[config.mk]
export PLATFORM = sky130hd
export DESIGN_NAME = gcode_toolpath_interpreter
export DESIGN_NICKNAME = d
export VERILOG_FILES = /design/src/gti_pkg.sv /design/src/gti_resolve.sv /design/src/gcode_toolpath_interpreter.sv
export SDC_FILE = /design/constraint.sdc
export NUM_CORES = 2
export LEC_CHECK = 0
export BUFFER_PORTS_ARGS = -buffer_cell sky130_fd_sc_hd__buf_2
export CAP_MARGIN = 15
export CORE_MARGIN = 2
export CORE_UTILIZATION = 40
export DETAILED_ROUTE_END_ITERATION = 7
export GPL_ROUTABILITY_DRIVEN = 0
export PLACE_DENSITY = 0.68
export SKIP_CTS_REPAIR_TIMING = 1
export SYNTH_ARGS = -nofsm -noshare
export SYNTH_HDL_FRONTEND = slang
export SYNTH_SLANG_ARGS = --single-unit
[constraint.sdc]
create_clock -name clk -period 39.3 [get_ports clk]
set_clock_uncertainty 0.05 [all_clocks]
set_input_delay 7.86 -clock clk [delete_from_list [all_inputs] [get_ports clk]]
set_output_delay 7.86 -clock clk [all_outputs]
set_load 0.01 [all_outputs]
[src/gti_pkg.sv]
// ----------------------------------------------------------------------------
// gti_pkg
// shared types and codes for the g-code toolpath interpreter
// ----------------------------------------------------------------------------
`default_nettype none

package gti_pkg;

	// default widths handed to the top level parameters
	localparam int VALUE_WIDTH_DEF   = 48;
	localparam int FRACTION_BITS_DEF = 16;

	// word letters, 0 = A
	localparam logic [4:0] LETTER_F = 5'd5;
	localparam logic [4:0] LETTER_G = 5'd6;
	localparam logic [4:0] LETTER_I = 5'd8;
	localparam logic [4:0] LETTER_J = 5'd9;
	localparam logic [4:0] LETTER_X = 5'd23;
	localparam logic [4:0] LETTER_Y = 5'd24;
	localparam logic [4:0] LETTER_Z = 5'd25;

	// pending word slots
	localparam int NUM_SLOTS = 5;
	localparam logic [2:0] SLOT_X = 3'd0;
	localparam logic [2:0] SLOT_Y = 3'd1;
	localparam logic [2:0] SLOT_Z = 3'd2;
	localparam logic [2:0] SLOT_I = 3'd3;
	localparam logic [2:0] SLOT_J = 3'd4;

	// non-motion g numbers
	localparam int G_ABSOLUTE    = 90;
	localparam int G_INCREMENTAL = 91;
	localparam int G_MOTION_MAX  = 3;

	typedef enum logic [1:0] {
		MOTION_RAPID  = 2'd0,
		MOTION_LINEAR = 2'd1,
		MOTION_CW     = 2'd2,
		MOTION_CCW    = 2'd3
	} motion_t;

	// modal state
	typedef struct packed {
		motion_t motion;
		logic    absolute;
	} gti_mode_t;

	// result flags, is_rapid in the lowest bit
	typedef struct packed {
		logic clockwise;
		logic is_arc;
		logic is_rapid;
	} gti_flags_t;

endpackage

`default_nettype wire

[src/gti_resolve.sv]
// ----------------------------------------------------------------------------
// gti_resolve
// per-word decode, modal update and end-of-line target resolution
// ----------------------------------------------------------------------------
`default_nettype none

module gti_resolve #(
	parameter int VALUE_WIDTH   = gti_pkg::VALUE_WIDTH_DEF,
	parameter int FRACTION_BITS = gti_pkg::FRACTION_BITS_DEF
) (
	input  wire logic [4:0]                     letter,
	input  wire logic signed [VALUE_WIDTH-1:0]  word_value,
	input  wire logic                           line_end,
	input  wire gti_pkg::gti_mode_t             mode,
	input  wire logic [gti_pkg::NUM_SLOTS-1:0]  present,
	input  wire logic signed [VALUE_WIDTH-1:0]  words [gti_pkg::NUM_SLOTS],
	input  wire logic signed [VALUE_WIDTH-1:0]  pos_x,
	input  wire logic signed [VALUE_WIDTH-1:0]  pos_y,
	input  wire logic signed [VALUE_WIDTH-1:0]  pos_z,
	input  wire logic signed [VALUE_WIDTH-1:0]  feed,
	output gti_pkg::gti_mode_t                  mode_nxt,
	output logic signed [VALUE_WIDTH-1:0]       feed_nxt,
	output logic                                word_we,
	output logic [2:0]                          word_slot,
	output logic [gti_pkg::NUM_SLOTS-1:0]       present_nxt,
	output logic signed [VALUE_WIDTH-1:0]       pos_x_nxt,
	output logic signed [VALUE_WIDTH-1:0]       pos_y_nxt,
	output logic signed [VALUE_WIDTH-1:0]       pos_z_nxt,
	output logic                                emit,
	output gti_pkg::gti_flags_t                 flags,
	output logic signed [VALUE_WIDTH-1:0]       center_x,
	output logic signed [VALUE_WIDTH-1:0]       center_y
);

	localparam logic [VALUE_WIDTH-1:0] SAT_MAX = {1'b0, {(VALUE_WIDTH-1){1'b1}}};
	localparam logic [VALUE_WIDTH-1:0] SAT_MIN = {1'b1, {(VALUE_WIDTH-1){1'b0}}};

	function automatic logic signed [VALUE_WIDTH-1:0] sat_add(
		input logic signed [VALUE_WIDTH-1:0] a,
		input logic signed [VALUE_WIDTH-1:0] b
	);
		logic signed [VALUE_WIDTH-1:0] s;
		s = a + b;
		if ((a[VALUE_WIDTH-1] == b[VALUE_WIDTH-1]) && (s[VALUE_WIDTH-1] != a[VALUE_WIDTH-1]))
			return a[VALUE_WIDTH-1] ? SAT_MIN : SAT_MAX;
		return s;
	endfunction

	logic                           g_neg;
	logic [VALUE_WIDTH-1:0]         g_mag;
	logic [VALUE_WIDTH-1:0]         g_int;
	logic signed [VALUE_WIDTH-1:0]  w_eff [gti_pkg::NUM_SLOTS];
	logic [gti_pkg::NUM_SLOTS-1:0]  present_eff;
	logic signed [VALUE_WIDTH-1:0]  tx;
	logic signed [VALUE_WIDTH-1:0]  ty;
	logic signed [VALUE_WIDTH-1:0]  tz;
	logic                           arc;
	logic                           moved;
	logic                           has_axis;

	// g number truncated toward zero
	assign g_neg = word_value[VALUE_WIDTH-1];
	assign g_mag = g_neg ? (~word_value + 1'b1) : word_value;
	assign g_int = g_mag >> FRACTION_BITS;

	always_comb begin
		mode_nxt = mode;
		feed_nxt = feed;
		word_we   = 1'b0;
		word_slot = gti_pkg::SLOT_X;
		unique case (letter)
			gti_pkg::LETTER_G: begin
				if (!(g_neg && g_int != '0)) begin
					if (g_int <= VALUE_WIDTH'(gti_pkg::G_MOTION_MAX))
						mode_nxt.motion = gti_pkg::motion_t'(g_int[1:0]);
					else if (g_int == VALUE_WIDTH'(gti_pkg::G_ABSOLUTE))
						mode_nxt.absolute = 1'b1;
					else if (g_int == VALUE_WIDTH'(gti_pkg::G_INCREMENTAL))
						mode_nxt.absolute = 1'b0;
				end
			end
			gti_pkg::LETTER_F: feed_nxt = word_value;
			gti_pkg::LETTER_X: begin word_we = 1'b1; word_slot = gti_pkg::SLOT_X; end
			gti_pkg::LETTER_Y: begin word_we = 1'b1; word_slot = gti_pkg::SLOT_Y; end
			gti_pkg::LETTER_Z: begin word_we = 1'b1; word_slot = gti_pkg::SLOT_Z; end
			gti_pkg::LETTER_I: begin word_we = 1'b1; word_slot = gti_pkg::SLOT_I; end
			gti_pkg::LETTER_J: begin word_we = 1'b1; word_slot = gti_pkg::SLOT_J; end
			default: ;
		endcase
	end

	// pending words with the current word merged in
	always_comb begin
		for (int k = 0; k < gti_pkg::NUM_SLOTS; k++) begin
			if (word_we && word_slot == 3'(k)) begin
				w_eff[k]       = word_value;
				present_eff[k] = 1'b1;
			end else begin
				w_eff[k]       = words[k];
				present_eff[k] = present[k];
			end
		end
	end

	always_comb begin
		if (!present_eff[gti_pkg::SLOT_X])
			tx = pos_x;
		else if (mode_nxt.absolute)
			tx = w_eff[gti_pkg::SLOT_X];
		else
			tx = sat_add(pos_x, w_eff[gti_pkg::SLOT_X]);

		if (!present_eff[gti_pkg::SLOT_Y])
			ty = pos_y;
		else if (mode_nxt.absolute)
			ty = w_eff[gti_pkg::SLOT_Y];
		else
			ty = sat_add(pos_y, w_eff[gti_pkg::SLOT_Y]);

		if (!present_eff[gti_pkg::SLOT_Z])
			tz = pos_z;
		else if (mode_nxt.absolute)
			tz = w_eff[gti_pkg::SLOT_Z];
		else
			tz = sat_add(pos_z, w_eff[gti_pkg::SLOT_Z]);
	end

	assign has_axis = present_eff[gti_pkg::SLOT_X] | present_eff[gti_pkg::SLOT_Y]
		| present_eff[gti_pkg::SLOT_Z];
	assign arc = ((mode_nxt.motion == gti_pkg::MOTION_CW) || (mode_nxt.motion == gti_pkg::MOTION_CCW))
		&& (present_eff[gti_pkg::SLOT_I] || present_eff[gti_pkg::SLOT_J]);
	assign moved = (tx != pos_x) || (ty != pos_y);

	always_comb begin
		center_x = '0;
		center_y = '0;
		if (arc) begin
			center_x = present_eff[gti_pkg::SLOT_I] ? sat_add(pos_x, w_eff[gti_pkg::SLOT_I]) : pos_x;
			center_y = present_eff[gti_pkg::SLOT_J] ? sat_add(pos_y, w_eff[gti_pkg::SLOT_J]) : pos_y;
		end
	end

	always_comb begin
		present_nxt = present_eff;
		pos_x_nxt   = pos_x;
		pos_y_nxt   = pos_y;
		pos_z_nxt   = pos_z;
		emit        = 1'b0;
		if (line_end) begin
			present_nxt = '0;
			if (has_axis) begin
				pos_x_nxt = tx;
				pos_y_nxt = ty;
				pos_z_nxt = tz;
				emit      = arc || moved;
			end
		end
	end

	assign flags.is_rapid  = (mode_nxt.motion == gti_pkg::MOTION_RAPID);
	assign flags.is_arc    = arc;
	assign flags.clockwise = arc && (mode_nxt.motion == gti_pkg::MOTION_CW);

endmodule

`default_nettype wire

[src/gcode_toolpath_interpreter.sv]
// ----------------------------------------------------------------------------
// gcode_toolpath_interpreter
// modal g-code interpreter turning lexed words into line and arc segments
// ----------------------------------------------------------------------------
// Words arrive one per item on the slave stream: the letter in s_tuser, the
// signed fixed-point value in s_tdata and the end-of-line mark in s_tlast.
// G0..G3 and G90/G91 and F take effect at once; X/Y/Z/I/J are held until the
// last word of the line, which resolves the target and may send one segment
// on the master stream. The block takes one word every cycle: a word is
// captured in an input register, and from there the decode, the saturating
// position adds and the motion compare finish in one pass and update the
// modal state and the result register, from which a segment is offered
// on the master stream. The only stall comes from the result register:
// while it holds an untaken segment, a line end that would make another
// one waits in the input register and holds back the words behind it;
// words that make no segment retire. Reset brings G0, absolute mode, zero
// feed and the origin.
`default_nettype none

module gcode_toolpath_interpreter #(
	parameter int VALUE_WIDTH   = gti_pkg::VALUE_WIDTH_DEF,
	parameter int FRACTION_BITS = gti_pkg::FRACTION_BITS_DEF
) (
	input  wire logic                                   clk,
	input  wire logic                                   arst_n,
	// word stream in
	input  wire logic                                   s_tvalid,
	output logic                                        s_tready,
	input  wire logic [((VALUE_WIDTH+7)/8)*8-1:0]       s_tdata,  // word_value
	input  wire logic [4:0]                             s_tuser,  // letter
	input  wire logic                                   s_tlast,  // line_end
	// segment stream out
	output logic                                        m_tvalid,
	input  wire logic                                   m_tready,
	// start_x, start_y, end_x, end_y, center_x, center_y, feed_rate
	output logic [((7*VALUE_WIDTH+7)/8)*8-1:0]          m_tdata,
	output logic [2:0]                                  m_tuser   // is_rapid, is_arc, clockwise
);

	localparam int OUT_W = ((7*VALUE_WIDTH+7)/8)*8;

	// input register
	logic                           valid_s1;
	logic [4:0]                     letter_s1;
	logic signed [VALUE_WIDTH-1:0]  value_s1;
	logic                           line_end_s1;

	// modal state and pending words
	gti_pkg::gti_mode_t             mode_q;
	logic signed [VALUE_WIDTH-1:0]  feed_q;
	logic signed [VALUE_WIDTH-1:0]  pos_x_q;
	logic signed [VALUE_WIDTH-1:0]  pos_y_q;
	logic signed [VALUE_WIDTH-1:0]  pos_z_q;
	logic signed [VALUE_WIDTH-1:0]  words_q [gti_pkg::NUM_SLOTS];
	logic [gti_pkg::NUM_SLOTS-1:0]  present_q;

	// result register
	logic                           m_valid_q;
	logic signed [VALUE_WIDTH-1:0]  start_x_q;
	logic signed [VALUE_WIDTH-1:0]  start_y_q;
	logic signed [VALUE_WIDTH-1:0]  end_x_q;
	logic signed [VALUE_WIDTH-1:0]  end_y_q;
	logic signed [VALUE_WIDTH-1:0]  center_x_q;
	logic signed [VALUE_WIDTH-1:0]  center_y_q;
	logic signed [VALUE_WIDTH-1:0]  feed_rate_q;
	gti_pkg::gti_flags_t            flags_q;

	// resolver outputs
	gti_pkg::gti_mode_t             mode_nxt;
	logic signed [VALUE_WIDTH-1:0]  feed_nxt;
	logic                           word_we;
	logic [2:0]                     word_slot;
	logic [gti_pkg::NUM_SLOTS-1:0]  present_nxt;
	logic signed [VALUE_WIDTH-1:0]  pos_x_nxt;
	logic signed [VALUE_WIDTH-1:0]  pos_y_nxt;
	logic signed [VALUE_WIDTH-1:0]  pos_z_nxt;
	logic                           emit;
	gti_pkg::gti_flags_t            flags;
	logic signed [VALUE_WIDTH-1:0]  center_x;
	logic signed [VALUE_WIDTH-1:0]  center_y;

	logic out_free;
	logic advance;
	logic s_fire;

	gti_resolve #(
		.VALUE_WIDTH   (VALUE_WIDTH),
		.FRACTION_BITS (FRACTION_BITS)
	) u_resolve (
		.letter      (letter_s1),
		.word_value  (value_s1),
		.line_end    (line_end_s1),
		.mode        (mode_q),
		.present     (present_q),
		.words       (words_q),
		.pos_x       (pos_x_q),
		.pos_y       (pos_y_q),
		.pos_z       (pos_z_q),
		.feed        (feed_q),
		.mode_nxt    (mode_nxt),
		.feed_nxt    (feed_nxt),
		.word_we     (word_we),
		.word_slot   (word_slot),
		.present_nxt (present_nxt),
		.pos_x_nxt   (pos_x_nxt),
		.pos_y_nxt   (pos_y_nxt),
		.pos_z_nxt   (pos_z_nxt),
		.emit        (emit),
		.flags       (flags),
		.center_x    (center_x),
		.center_y    (center_y)
	);

	// the word in the input register retires unless it has a segment and
	// the result register is still full
	assign out_free = !m_valid_q || m_tready;
	assign advance  = valid_s1 && (!emit || out_free);
	assign s_tready = !valid_s1 || advance;
	assign s_fire   = s_tvalid && s_tready;

	always_ff @(posedge clk or negedge arst_n) begin
		if (!arst_n) begin
			valid_s1 <= 1'b0;
		end else if (s_fire) begin
			valid_s1 <= 1'b1;
		end else if (advance) begin
			valid_s1 <= 1'b0;
		end
	end

	always_ff @(posedge clk) begin
		if (s_fire) begin
			letter_s1   <= s_tuser;
			value_s1    <= s_tdata[VALUE_WIDTH-1:0];
			line_end_s1 <= s_tlast;
		end
	end

	// modal state, updated as each word retires
	always_ff @(posedge clk or negedge arst_n) begin
		if (!arst_n) begin
			mode_q    <= '{motion: gti_pkg::MOTION_RAPID, absolute: 1'b1};
			feed_q    <= '0;
			pos_x_q   <= '0;
			pos_y_q   <= '0;
			pos_z_q   <= '0;
			present_q <= '0;
		end else if (advance) begin
			mode_q    <= mode_nxt;
			feed_q    <= feed_nxt;
			pos_x_q   <= pos_x_nxt;
			pos_y_q   <= pos_y_nxt;
			pos_z_q   <= pos_z_nxt;
			present_q <= present_nxt;
		end
	end

	// pending word values, only read behind their present bits
	always_ff @(posedge clk) begin
		if (advance && word_we) begin
			words_q[word_slot] <= value_s1;
		end
	end

	always_ff @(posedge clk or negedge arst_n) begin
		if (!arst_n) begin
			m_valid_q <= 1'b0;
		end else if (advance && emit) begin
			m_valid_q <= 1'b1;
		end else if (m_tready) begin
			m_valid_q <= 1'b0;
		end
	end

	// segment start is the position before the move
	always_ff @(posedge clk) begin
		if (advance && emit) begin
			start_x_q   <= pos_x_q;
			start_y_q   <= pos_y_q;
			end_x_q     <= pos_x_nxt;
			end_y_q     <= pos_y_nxt;
			center_x_q  <= center_x;
			center_y_q  <= center_y;
			feed_rate_q <= feed_nxt;
			flags_q     <= flags;
		end
	end

	assign m_tvalid = m_valid_q;
	assign m_tdata  = OUT_W'({feed_rate_q, center_y_q, center_x_q, end_y_q, end_x_q,
		start_y_q, start_x_q});
	assign m_tuser  = flags_q;

	// pending words never survive a line end
	a_present_cleared: assert property (@(posedge clk) disable iff (!arst_n)
		advance && line_end_s1 |=> present_q == '0)
		else $error("pending words kept across line end");

	// segments come only from the last word of a line
	a_emit_on_eol: assert property (@(posedge clk) disable iff (!arst_n)
		advance && emit |-> line_end_s1)
		else $error("segment from a word that is not a line end");

	// a held segment blocks the next one from retiring
	a_no_overwrite: assert property (@(posedge clk) disable iff (!arst_n)
		valid_s1 && emit && m_valid_q && !m_tready |=> valid_s1)
		else $error("segment retired while result register full");

	// arcs are never rapid, and only arcs turn clockwise
	a_flag_combo: assert property (@(posedge clk) disable iff (!arst_n)
		m_valid_q |-> !(flags_q.is_arc && flags_q.is_rapid)
			&& !(flags_q.clockwise && !flags_q.is_arc))
		else $error("inconsistent segment flags");

	// positions only move when a line ends
	a_pos_hold: assert property (@(posedge clk) disable iff (!arst_n)
		advance && !line_end_s1 |=> $stable(pos_x_q) && $stable(pos_y_q) && $stable(pos_z_q))
		else $error("position changed mid line");

endmodule

`default_nettype wire

==> results.sh <==
export IMPL_synthFlopType="edfxtp_1"
export IMPL_switching_share_pct=37.54
export IMPL_dp_hpwl_um=108800
export IMPL_switchingPower_mw=1.148
export IMPL_largest_register_ffs=192
export IMPL_rsz0062_at_grt="no"
export IMPL_cts_root_buf="clkbuf_16"
export IMPL_die_y_um=336.8
export IMPL_grt_max_degree=156
export IMPL_p_leak_nw=20.60
export IMPL_p_int_mw=1.911
export IMPL_num_rows=122
export IMPL_synth_edff_count=585
export IMPL_fmax_mhz=52.84
export IMPL_tightestPinTransition_ps=1146
export IMPL_syn_nets=4300
export IMPL_fin_nets=4657
export IMPL_synth_common_cells="585 x edfxtp_1, 323 x a21oi_1, 319 x nand2_1, 314 x o21ai_0, 279 x nor2_1"
export IMPL_timing_slew_headroom_pct=22.81
export IMPL_rr_startpoint="letter_s1[2]"
export IMPL_worst_r2r_setup_slack_ps=27200
export IMPL_cts_tree="yes"
export IMPL_areaGrowthSynthToFinish_pct=15.04
export IMPL_hold_viol_final=0
export IMPL_antenna_found_initial=8
export IMPL_holdWs_ps=457.1
export IMPL_period_needed_ps=18930
export IMPL_worstPathArrival_ps=11020
export IMPL_slowest_stage="buf_4"
export IMPL_clockBufferDepth=3
export IMPL_power_density_nw_per_um2=60.02
export IMPL_path_class="flip-flop to output pin"
export IMPL_yosysSeqAreaShare_pct=48.35
export IMPL_crit_path_start_kind="flip-flop"
export IMPL_cp_required_ps=31390
export IMPL_cts_buffers=86
export IMPL_ir_drop_mv=0.02948
export IMPL_synth_top_area_share_pct=39.65
export IMPL_yosys_warnings=0
export IMPL_cp_common_cell="o21a_1"
export IMPL_pwr_share_clk_pct=27.3
export IMPL_drc=15
export IMPL_status="finished, violations left"
export IMPL_fin_crit_sh_pct=48.16
export IMPL_port_buffers=398
export IMPL_seq_power_share_pct=35.8
export IMPL_drtIter0Drc=4400
export IMPL_largest_register="words_q"
export IMPL_routed_via_count=36010
export IMPL_multiInputGateArea_um2=21580
export IMPL_num_fill_cells=10140
export IMPL_yosysTopAreaCell="edfxtp_1"
export IMPL_ctsHtreeMaxLevel=3
export IMPL_synth_async_sr_flop_share_pct=20.84
export IMPL_pin_count=399
export IMPL_avgRoutedWirePerCell_um=26.15
export IMPL_coreArea_um2=110200
export IMPL_reg2regPathDepth=35
export IMPL_clk_pin_slew_worst_paths_ps=60
export IMPL_worstHoldPathCells=1
export IMPL_syn_avg_cell_area_um2=10.95
export IMPL_grt_overflow_total=0
export IMPL_start_util_pct=40.20
export IMPL_setup_viol=0
export IMPL_clock_latency_ps=670
export IMPL_ys_types=100
export IMPL_netlist_instances=4046
export IMPL_synth_area_um2=44300
export IMPL_maxCapViolations=0
export IMPL_violations="DRC"
export IMPL_via_per_inst=6.039
export IMPL_wirelength_um=155900
export IMPL_rr_endpoint="words_q[44]"
export IMPL_synth_most_common_cell="edfxtp_1"
export IMPL_grt_pass1_wl_um=226000
export IMPL_drive_above_1_share_pct=23.79
export IMPL_cpPeakStageDelay_ps=660
export IMPL_ant_nets=0
export IMPL_tns_ps=0
export IMPL_crit_path_end="s_tready"
export IMPL_first_pass_iters=8
export IMPL_combinationalPowerShare_pct=36.8
export IMPL_ys_top_cells_by_area="edfxtp_1 40%, dfrtp_1 8.6%, mux2_2 5.6%"
export IMPL_seq_area_um2=21420
export IMPL_dieArea_um2=113400
export IMPL_ys_ff_latch=739
export IMPL_crit_start="letter_s1[2]"
export IMPL_path_max_fanout=51
export IMPL_cp_end_kind="output pin"
export IMPL_grt_pass1_vias=34090
export IMPL_clock_sinks=739
export IMPL_hold_class="flip-flop to flip-flop"
export IMPL_die_x_um=336.8
export IMPL_track_usage_pct=26.72
export IMPL_slew_violations=0
[logic make-up (layout without fill, tap and decap cells)]
logic type                 count (synthesis)  in the layout  share of synthesized area [%]
buffers and inverters                    333            760                          3.259
adders and majority gates                196            196                          5.637
xor gates and xnor gates                 168            168                          3.321
other                                      0              1                              0
AOI/OAI and AO/OA                       1139           1139                          16.22
DFF                                      739            739                          48.35
and+or+nand+nor                         1051           1051                          11.52
muxes                                    420            420                          11.69
[worst max-delay path, delay by kind of cell (launching register included)]
kind,cells,cell delay (ps)
adder cells (fa/ha/maj),2,850
AND/OR/NAND/NOR,15,4040
buffers and inverters,4,1240
flip-flops,1,430
AO/OA/AOI/OAI,13,3240
multiplexers,1,500
[area by class of cell]
class	count	area share, %
inverters	110	0.8126
clock inverters	38	0.8641
multi-input cells	2974	42.34
flip-flops and latches	739	42.03
diodes	1	0.004910
well taps	1488	3.653
clock buffers	120	4.937
repair buffers	492	5.354
[cells in the final DEF, fill, tap and decap left out, drive strengths merged, types with 59 or more instances in the layout]
cell type	count
dfrtp	153
nand2	319
clkbuf	120
nand3	77
nor2	281
ha	190
edfxtp	585
mux2	361
buf	492
a21o	104
xor2	59
a21oi	325
inv	115
o21ai	318
xnor2	109
mux2i	59
nor3	76
[routing by layer]
metal  part of all wire, %  vias to the layer above  track usage (%)
met2                    44                     2120            40.64
li1                      -                    16030                -
met5                 0.015                        -                0
met1                    40                    17380            35.76
met4                   4.5                        4            11.61
met3                    11                      475            7.138
[worst min path at each step]
stage,endpoint,startpoint
4_1_cts,feed_q[32],feed_q[32]
3_3_place_gp,present_q[2],present_q[2]
3_5_place_dp,feed_q[13],feed_q[13]
2_1_floorplan,start_x_q[47],pos_x_q[47]
5_1_grt,feed_q[20],feed_q[20]
6_report,feed_q[25],feed_q[25]
[stage by stage]
step                total power [mW]  instances  cell area [µm²]  utilization [%]  worst slack, ps
CTS                            3.044       5961            50960            46.24            20660
finish                         3.059       5962            50970            46.24            20370
detailed placement             2.196       5803            48010            43.56            21450
global placement               2.181       5803            48010            43.56            21650
global route                   3.202       5961            50960            46.24            19790
floorplan                      1.861       4046            44300                -             6944
[power groups by stage]
stage | Combinational, mW | Clock, mW | Sequential [mW]
2_1_floorplan | 0.806 | 0 | 1.06
3_3_place_gp | 1.08 | 0 | 1.10
3_5_place_dp | 1.09 | 0 | 1.11
4_1_cts | 1.10 | 0.854 | 1.09
5_1_grt | 1.22 | 0.882 | 1.10
6_report | 1.13 | 0.836 | 1.10
Note: power is estimated with default switching activity, not from simulation.
